File: src/llts_pkg.sv
// Shared types, codes and compare function for the least-laxity task scheduler.
`timescale 1ns / 1ps

package llts_pkg;

    // Slots held by one cell of the search chain
    localparam int LANES    = 8;
    localparam int LANE_W   = 3;
    localparam int TIME_W   = 24;
    localparam int DL_W     = 16;
    localparam int KEY_W    = DL_W + 1;
    localparam logic [TIME_W-1:0] TIME_MAX = {TIME_W{1'b1}};

    // Input operation codes
    localparam logic OP_LOAD = 1'b0;
    localparam logic OP_TICK = 1'b1;

    // Result kind codes
    localparam logic [1:0] KIND_LOAD = 2'd0;
    localparam logic [1:0] KIND_RUN  = 2'd1;
    localparam logic [1:0] KIND_IDLE = 2'd2;

    typedef struct packed {
        logic            op;
        logic [5:0]      task_slot;
        logic [DL_W-1:0] deadline;
        logic [DL_W-1:0] length;
    } llts_in_t;

    typedef struct packed {
        logic [1:0]        kind;
        logic [5:0]        chosen_slot;
        logic              finished;
        logic [TIME_W-1:0] finish_time;
        logic [TIME_W-1:0] overshoot;
    } llts_out_t;

    // Candidate handed along the chain; key is deadline minus remaining
    // (current time is common to all slots, so it drops out of the compare)
    typedef struct packed {
        logic                    valid;
        logic signed [KEY_W-1:0] key;
        logic [DL_W-1:0]         deadline;
        logic [DL_W-1:0]         remaining;
    } llts_cand_t;

    // Broadcast command from the sequencer to every cell
    typedef struct packed {
        logic              wr_en;
        logic              dec_en;
        logic [LANE_W-1:0] lane;
        logic [DL_W-1:0]   deadline;
        logic [DL_W-1:0]   length;
    } llts_cmd_t;

    typedef enum logic [1:0] {
        ST_IDLE,
        ST_SEARCH,
        ST_DONE
    } llts_state_t;

    // True when a is strictly better than b
    function automatic logic cand_beats(llts_cand_t a, llts_cand_t b);
        logic lt;
        logic eq;
        lt = $signed(a.key) < $signed(b.key);
        eq = $signed(a.key) == $signed(b.key);
        return a.valid && (!b.valid || lt || (eq && (a.deadline < b.deadline)));
    endfunction

endpackage

File: src/llts_cell.sv
// One cell of the search chain: eight task slots plus a registered best candidate.
`timescale 1ns / 1ps

module llts_cell #(
    parameter int SLOT_W     = 6,
    parameter int CELL_INDEX = 0
) (
    input  logic                 clk,
    input  logic                 rst_n,
    input  llts_pkg::llts_cmd_t  cmd,
    input  logic                 hit,
    input  llts_pkg::llts_cand_t cand_in,
    input  logic [SLOT_W-1:0]    slot_in,
    output llts_pkg::llts_cand_t cand_out,
    output logic [SLOT_W-1:0]    slot_out
);
    import llts_pkg::*;

    localparam logic [SLOT_W-1:0] BASE = SLOT_W'(CELL_INDEX * LANES);

    logic [DL_W-1:0]   dl_reg  [LANES];
    logic [DL_W-1:0]   rem_reg [LANES];
    llts_cand_t        cand_out_reg;
    logic [SLOT_W-1:0] slot_out_reg;

    llts_cand_t        lc   [LANES];
    llts_cand_t        l1   [LANES/2];
    logic [LANE_W-1:0] l1_n [LANES/2];
    llts_cand_t        l2   [LANES/4];
    logic [LANE_W-1:0] l2_n [LANES/4];
    llts_cand_t        loc;
    logic [LANE_W-1:0] loc_n;

    // Deadlines: written by loads only, no reset
    always_ff @(posedge clk)
    begin
        if (cmd.wr_en && hit)
        begin
            dl_reg[cmd.lane] <= cmd.deadline;
        end
    end

    // Remaining lengths: cleared at reset, written by loads, decremented by ticks
    always_ff @(posedge clk or negedge rst_n)
    begin
        if (!rst_n)
        begin
            for (int j = 0; j < LANES; j++)
            begin
                rem_reg[j] <= '0;
            end
        end
        else if (cmd.wr_en && hit)
        begin
            rem_reg[cmd.lane] <= cmd.length;
        end
        else if (cmd.dec_en && hit)
        begin
            rem_reg[cmd.lane] <= rem_reg[cmd.lane] - 1'b1;
        end
    end

    // Local best over the eight lanes; lower lane wins a full tie
    always_comb
    begin
        for (int j = 0; j < LANES; j++)
        begin
            lc[j].valid     = (rem_reg[j] != '0);
            lc[j].key       = $signed({1'b0, dl_reg[j]}) - $signed({1'b0, rem_reg[j]});
            lc[j].deadline  = dl_reg[j];
            lc[j].remaining = rem_reg[j];
        end
        for (int j = 0; j < LANES/2; j++)
        begin
            if (cand_beats(lc[2*j+1], lc[2*j]))
            begin
                l1[j]   = lc[2*j+1];
                l1_n[j] = LANE_W'(2*j+1);
            end
            else
            begin
                l1[j]   = lc[2*j];
                l1_n[j] = LANE_W'(2*j);
            end
        end
        for (int j = 0; j < LANES/4; j++)
        begin
            if (cand_beats(l1[2*j+1], l1[2*j]))
            begin
                l2[j]   = l1[2*j+1];
                l2_n[j] = l1_n[2*j+1];
            end
            else
            begin
                l2[j]   = l1[2*j];
                l2_n[j] = l1_n[2*j];
            end
        end
        if (cand_beats(l2[1], l2[0]))
        begin
            loc   = l2[1];
            loc_n = l2_n[1];
        end
        else
        begin
            loc   = l2[0];
            loc_n = l2_n[0];
        end
    end

    // Merge with the neighbor's candidate; incoming holds lower slots, so it wins ties
    always_ff @(posedge clk or negedge rst_n)
    begin
        if (!rst_n)
        begin
            cand_out_reg <= '0;
            slot_out_reg <= '0;
        end
        else if (cand_beats(loc, cand_in))
        begin
            cand_out_reg <= loc;
            slot_out_reg <= BASE + SLOT_W'(loc_n);
        end
        else
        begin
            cand_out_reg <= cand_in;
            slot_out_reg <= slot_in;
        end
    end

    assign cand_out = cand_out_reg;
    assign slot_out = slot_out_reg;

endmodule

File: config.mk
export PLATFORM = sky130hd
export DESIGN_NAME = llts_cell
export DESIGN_NICKNAME = d
export VERILOG_FILES = /design/src/llts_pkg.sv /design/src/llts_cell.sv
export SDC_FILE = /design/constraint.sdc
export NUM_CORES = 1
export LEC_CHECK = 0
export ABC_AREA = 1
export BUFFER_PORTS_ARGS = -buffer_cell sky130_fd_sc_hd__buf_2
export CELL_PAD_IN_SITES_DETAIL_PLACEMENT = 0
export CELL_PAD_IN_SITES_GLOBAL_PLACEMENT = 1
export CORE_MARGIN = 2
export CORE_UTILIZATION = 50
export DETAILED_ROUTE_END_ITERATION = 10
export PLACE_DENSITY = 0.94
export SLEW_MARGIN = 10
export SYNTH_ARGS = -nofsm -noshare
export SYNTH_HDL_FRONTEND = slang
export SYNTH_SLANG_ARGS = --single-unit
export TNS_END_PERCENT = 5
File: constraint.sdc
create_clock -name clk -period 28.8 [get_ports clk]
set_clock_uncertainty 0.1 [all_clocks]
set_input_delay 0 -clock clk [delete_from_list [all_inputs] [get_ports clk]]
set_output_delay 0 -clock clk [all_outputs]
set_load 0.1 [all_outputs]
== After elaboration in Yosys (flattened, before gate mapping) ==
Memory sizes are Yosys's and may differ from the RTL's.
Index checks and enable logic that the tools add are counted.
Cells by class
  bitwise operators: 1
  add/subtract/negate cells: 9
  multiplexer cells: 27
  equality and inequality tests: 8
  reductions and logical operators: 52
  order comparisons: 18
Operators with widths (count)
  two-way mux 50 bit: 8
  bitwise mux 128 bit: 2
  two-way mux 128 bit: 2
  equality test 17 bit: 8
  less-than comparator 17 bit: 8
  subtractor 16 x 16 -> 17 bit: 8
  less-than comparator 16 bit: 8
  nonzero test 16 bit: 8
  binary-select mux 16 bit (select 3 bit): 1
  demux 16 bit (select 3 bit): 1
  two-way mux 16 bit: 3
  logical AND 1 bit: 19
  logical OR 1 bit: 16
  subtractor 16 x 1 -> 16 bit, second input constant: 1
  two-way mux 3 bit: 3
  zero test 1 bit: 8
  two-way mux 1 bit: 6
  two-way mux 6 bit: 1
  >= comparator 4 bit, second input constant: 1
  less-than comparator 4 x 1 -> 1 bit, second input constant: 1
  NOT 3 -> 4 bit: 1
  nonzero test 2 bit: 1
Word-level totals
  register bits after elaboration: 184
  output and inout port bits: 56
  memories kept: 1
  memory bits (writable): 128
  word-level logic and storage cells: 129
Memory list
  dl_reg: depth 8, width 16, rd ports 8, clocked after memory_dff 0, wr ports 1, line llts_cell.sv:21  | logic [DL_W-1:0] dl_reg [LANES];

== Logic depth before layout (Yosys ltp) ==
An unclocked memory read counts as a cell.
  depth after elaboration: 22
  depth in mapped cells: 93

== Least setup slack after synthesis ==
OpenSTA, ideal clock, no wires.
  kind: reg-to-reg
  start: mem dl_reg[7][2]
  end: reg cand_out_reg, in the netlist cand_out[17]
  arrival: 10.720 ns
  buffers on the path: 6
  setup slack: 17.862 ns
  data required time: 28.582 ns
  stages on the path, launching flop included: 84
  setup time: 0.118 ns
  period minus slack after synthesis: 10.938 ns
  cells stage by stage: edfxtp_1 ha_1 nand3_1 and2_1 inv_1 a21oi_1 o21ai_0 a21oi_1 o21bai_1 a21oi_1 o21bai_1 a21oi_1 o21bai_1 a21oi_1 o21bai_1 nand2_1 nand2_1 a21oi_1 (+48 left out) nand2_1 o21ai_0 ha_1 a21oi_1 o21ai_0 a221oi_1 o31ai_1 nand3_1 a21oi_1 a211oi_1 o21ai_0 o41ai_1 inv_1 nand2_2 nand2_2 buf_2 nand2_1 nand2_1
RTL lines
  start, declared: line llts_cell.sv:21
  end signal, assigned: line llts_cell.sv:121  | cand_out_reg <= loc;
  end signal, assigned: line llts_cell.sv:126  | cand_out_reg <= cand_in;
  end, declared: line llts_cell.sv:23  | llts_cand_t cand_out_reg;

== Worst setup path after layout ==
  start: reg rem_reg, in the netlist lc[202]
  end: reg slot_out_reg[2] (netlist: slot_out[2])
Between the ends
  cells in the longest elaborated chain, start to end: 21
RTL lines
  start, declared: line llts_cell.sv:22  | logic [DL_W-1:0] rem_reg [LANES];
  start signal, assigned by index: line llts_cell.sv:55  | rem_reg[cmd.lane] <= cmd.length;
  start signal, assigned by index: line llts_cell.sv:59  | rem_reg[cmd.lane] <= rem_reg[cmd.lane] - 1'b1;
  subtractor 16 x 16 -> 17 bit: line llts_cell.sv:69  | lc[j].key = $signed({1'b0, dl_reg[j]}) - $signed({1'b0, rem_reg[j]});
  less-than comparator 17 bit / equality test 17 bit (equally long branches): line llts_pkg.sv:66, llts_pkg.sv:67
  logical OR 1 bit / logical AND 1 bit (equally long branches): line llts_pkg.sv:68  | return a.valid && (!b.valid || lt || (eq && (a.deadline < b.deadline)));
  logical OR 1 bit: line llts_pkg.sv:68
  logical AND 1 bit: line llts_pkg.sv:68
  two-way mux 50 bit (*): line llts_cell.sv:75  | if (cand_beats(lc[2*j+1], lc[2*j]))
  less-than comparator 17 bit, or another cell as far along: line llts_pkg.sv:66  | lt = $signed(a.key) < $signed(b.key);
  logical OR 1 bit / logical AND 1 bit (equally long branches): line llts_pkg.sv:68
  (+5 left out)
  logical OR 1 bit: line llts_pkg.sv:68
  logical AND 1 bit: line llts_pkg.sv:68
  two-way mux 50 bit: line llts_cell.sv:99  | if (cand_beats(l2[1], l2[0]))
  less-than comparator 17 bit, or another cell as far along: line llts_pkg.sv:66
  logical OR 1 bit / logical AND 1 bit (equally long branches): line llts_pkg.sv:68
  logical OR 1 bit: line llts_pkg.sv:68
  logical AND 1 bit: line llts_pkg.sv:68
  two-way mux 6 bit (*): line llts_cell.sv:119  | else if (cand_beats(loc, cand_in))
  end signal, assigned: line llts_cell.sv:122  | slot_out_reg <= BASE + SLOT_W'(loc_n);
  end signal, assigned: line llts_cell.sv:127  | slot_out_reg <= slot_in;
  end, declared: line llts_cell.sv:24  | logic [SLOT_W-1:0] slot_out_reg;
Mark *: on every way between the ends. The rest lies on a longest branch, timed or not.
A chain may end at the register's enable or synchronous reset.

==> results.py <==
metrics = {
    "route": {
        "drt_iter0_markers": 3768,
        "routed_wl_mm": 114.8,
        "vias_per_cell": 5.933,
        "antenna_left": 0,
        "num_vias": 28920,
        "drc": 0,
        "firstDrtPassIters": 8,
        "routedWlPerCell_um": 23.55,
    },
    "setup_path": {
        "crit_top_cell": "a21oi_1",
        "crit_type": "flop to flop",
        "cp_max_fo": 100,
        "worst_path_largest_cell_delay_ps": 800,
        "crit_buf_inv": 12,
        "required_ps": 29150,
        "slowest_stage": "clkinv_1",
        "critPathTopFamily": "compound AO/OA/AOI/OAI gates",
        "crit_path_end_kind": "flop",
        "worst_ep_arrival_time_ps": 16720,
        "start_kind": "flop",
    },
    "clock_network": {
        "cts_setup_buffers": 0,
        "cts-root-buf": "clkbuf_16",
        "cts_tree": "yes",
        "clkTransAtPathRegs_ps": 60,
        "clk_latency_ps": 590,
        "htreeDepth": 2,
        "cts.sinks": 312,
        "cts.path.max_buffers": 3,
        "cts_buffers": 39,
    },
    "synth": {
        "syn_nets": 4373,
        "synth_top_area_share_pct": 16.56,
        "muxShareOfSynthArea_pct": 0.03513,
        "yosys.area_share.xor_xnor_pct": 3.259,
        "yosys.area_share.simple_pct": 24.42,
        "synthCells": 3892,
        "yosys.cell_types.count": 57,
        "synthAdderAreaFrac_pct": 17.12,
        "yosysWarningCount": 0,
        "yosysTopAreaCell": "ha_1",
        "ys_seq_area_share_pct": 29.65,
        "synth_top_flop_cell": "dfrtp_1",
        "synth_top_family_by_area": "simple AND/OR/NAND/NOR gates",
        "synthTopCellsByArea": "ha_1 (17%), dfrtp_1 (16%), nand2_1 (14%), edfxtp_1 (13%), inv_1 (6.5%)",
        "synth_edf_count": 128,
        "synth_seq_cells": 312,
        "syn_area_per_cell_um2": 7.320,
        "syn-cell-area_um2": 28490,
        "synth_compound_area_share_pct": 16.91,
        "ys_async_sr_fraction_pct": 58.97,
    },
    "sta": {
        "slew_headroom_pct": 4.378,
        "fin_setup_tns_ps": 0,
        "final-hold-violation-count": 0,
        "post-route-min-period_ps": 16370,
        "fin_crit_sh_pct": 56.85,
        "fmax_mhz": 61.07,
        "slew_viol_final": 0,
        "setup_viol": 0,
        "rsz0062_at_grt": "no",
        "worst_slew_pin_slew_ps": 1429,
    },
    "floorplanning": {
        "initial_utilization_pct": 50.53,
        "fp.dieH_um": 242.7,
        "rows": 87,
        "core-area_um2": 56390,
        "pin_count": 152,
        "die_x_um": 242.7,
        "die_area_um2": 58910,
    },
    "cells_and_area": {
        "fillers": 5313,
        "area_growth_pct": 12.65,
        "final_nets": 4567,
        "fin_area_um2": 32090,
        "drive_gt1_share_pct": 7.918,
    },
    "placement": {
        "place_area_um2": 29890,
        "dp_hpwl_mm": 91.12,
        "gp_congestion": 1.039,
        "portBuffers": 151,
    },
    "grt": {
        "grt-ovfl-total": 0,
        "grt_max_degree": 101,
        "grt_pass1_wl_mm": 168.6,
        "grt_pass1_vias": 26660,
        "antenna_found_initial": 5,
        "grt_util_all_layers_pct": 38.16,
    },
    "run_status": {
        "status": "complete, no violations",
    },
    "job": {
        "cap_violations": 0,
    },
    "worst_hold_path": {
        "hold_path_class": "primary input to flop",
    },
}
## cells in the mapped netlist (11+ instances only)
library cell	count
buf_2	14
a221oi_1	29
edfxtp_1	128
nand2_1	1025
a211oi_1	14
nand3_2	38
nor3_1	23
o211ai_1	46
o21ai_0	311
dfrtp_1	184
nor2_1	284
clkbuf_1	95
nand3_1	133
ha_1	377
inv_2	11
o21bai_1	21
xnor2_1	38
o22ai_1	28
nand4_1	61
inv_1	490
nor4_1	31
xor2_1	68
nand2_2	16
a22oi_1	35
a31oi_1	117
a21oi_1	185
## path summary, 6_finish.rpt
kind                                          start                endpoint  slack, ps  cells after the start
worst max-delay path            lc[202]$_DFFE_PN0P_   slot_out[2]$_DFF_PN0_      12430                     88
worst min-delay path                    cand_in[23]  cand_out[23]$_DFF_PN0_         60                      4
worst max register to register  lc[202]$_DFFE_PN0P_   slot_out[2]$_DFF_PN0_      12430                     88
worst min register to register   lc[15]$_DFFE_PN0P_      lc[15]$_DFFE_PN0P_        470                      2
max in group asynchronous                     rst_n      lc[61]$_DFFE_PN0P_      26420                      5
min in group asynchronous                     rst_n   slot_out[0]$_DFF_PN0_        440                      4
## kinds of logic after synthesis
logic type | count (synthesis)
buffers and inverters | 625
adders and majority gates | 385
AOI/OAI and AO/OA | 825
and+or+nand+nor | 1638
muxes | 1
DFF | 312
xor gates and xnor gates | 106
## tightest hold or removal path, delay by kind of cell
kind	cells	cell delay [ps]
simple gates	2	100
buf+inv	2	620
## placed cells by master, fill, tap and decap left out, drive strengths merged, types with 2 or more instances in the layout
| master | netlist | routed |
|---|---|---|
| nand3b | 5 | 5 |
| o22ai | 28 | 28 |
| o31ai | 2 | 2 |
| nand4 | 61 | 61 |
| a221oi | 29 | 29 |
| and2 | 5 | 5 |
| buf | 25 | 183 |
| clkbuf | 95 | 57 |
| a21o | 7 | 7 |
| nor4b | 2 | 2 |
| edfxtp | 128 | 128 |
| o21a | 7 | 7 |
| dlygate4sd3 | 0 | 89 |
| or2 | 2 | 2 |
| a22oi | 35 | 35 |
| nand2 | 1043 | 1043 |
| a211oi | 14 | 14 |
| nor2 | 287 | 287 |
| dfrtp | 184 | 184 |
| a21oi | 188 | 188 |
| diode | 0 | 2 |
| nor4 | 31 | 31 |
| clkinv | 4 | 16 |
| a21boi | 3 | 3 |
| ha | 377 | 377 |
| o21bai | 21 | 21 |
| inv | 501 | 504 |
| nand3 | 171 | 171 |
| fa | 8 | 8 |
| nor3 | 25 | 25 |
| a31oi | 117 | 117 |
| o211ai | 46 | 46 |
| xnor2 | 38 | 38 |
| o21ai | 316 | 316 |
| nor3b | 4 | 4 |
| xor2 | 68 | 68 |
| o2111ai | 6 | 6 |
## metal layers
metal  GRT usage (%)  up-vias  part of all wire [%]
li1                -    13640                     -
met1           52.47    13270                    41
met2           56.78     1726                    41
met3           9.598      284                    13
met4           16.47        6                   5.0
met5               0        -                 0.030
## repair_timing
action                    CTS  global route
hold endpoints to repair  354             0
gates resized for setup     0             0
hold buffers               90             0
## metrics by stage
| stage | setup WS [ps] | utilization (%) | hold slack [ps] | cells |
|---|---|---|---|---|
| after floorplan | 17860 | - | -395.6 | 3892 |
| after global placement | 13210 | 53.01 | -121.8 | 4711 |
| after detailed placement | 12840 | 53.01 | -122.0 | 4711 |
| after CTS | 12760 | 56.91 | 15.84 | 4873 |
| after global routing | 10820 | 56.91 | 64.87 | 4873 |
| final | 12430 | 56.92 | 64.03 | 4875 |
## cell type report
type                            count  area, µm²  share of cell area, %
Multi-Input combinational cell   2955      17600                  54.82
Sequential cell                   312       8448                  26.32
Timing Repair Buffer              273       1923                  5.992
Inverter                          505       1896                  5.906
Clock buffer                       56       1175                  3.661
Tap cell                          756      945.9                  2.947
Clock inverter                     16      106.4                 0.3314
Antenna cell                        2      5.005                0.01559
Power is left out: the tool's default activity adds up to more than one toggle a clock period on the data nets, which glitch-free logic cannot reach.
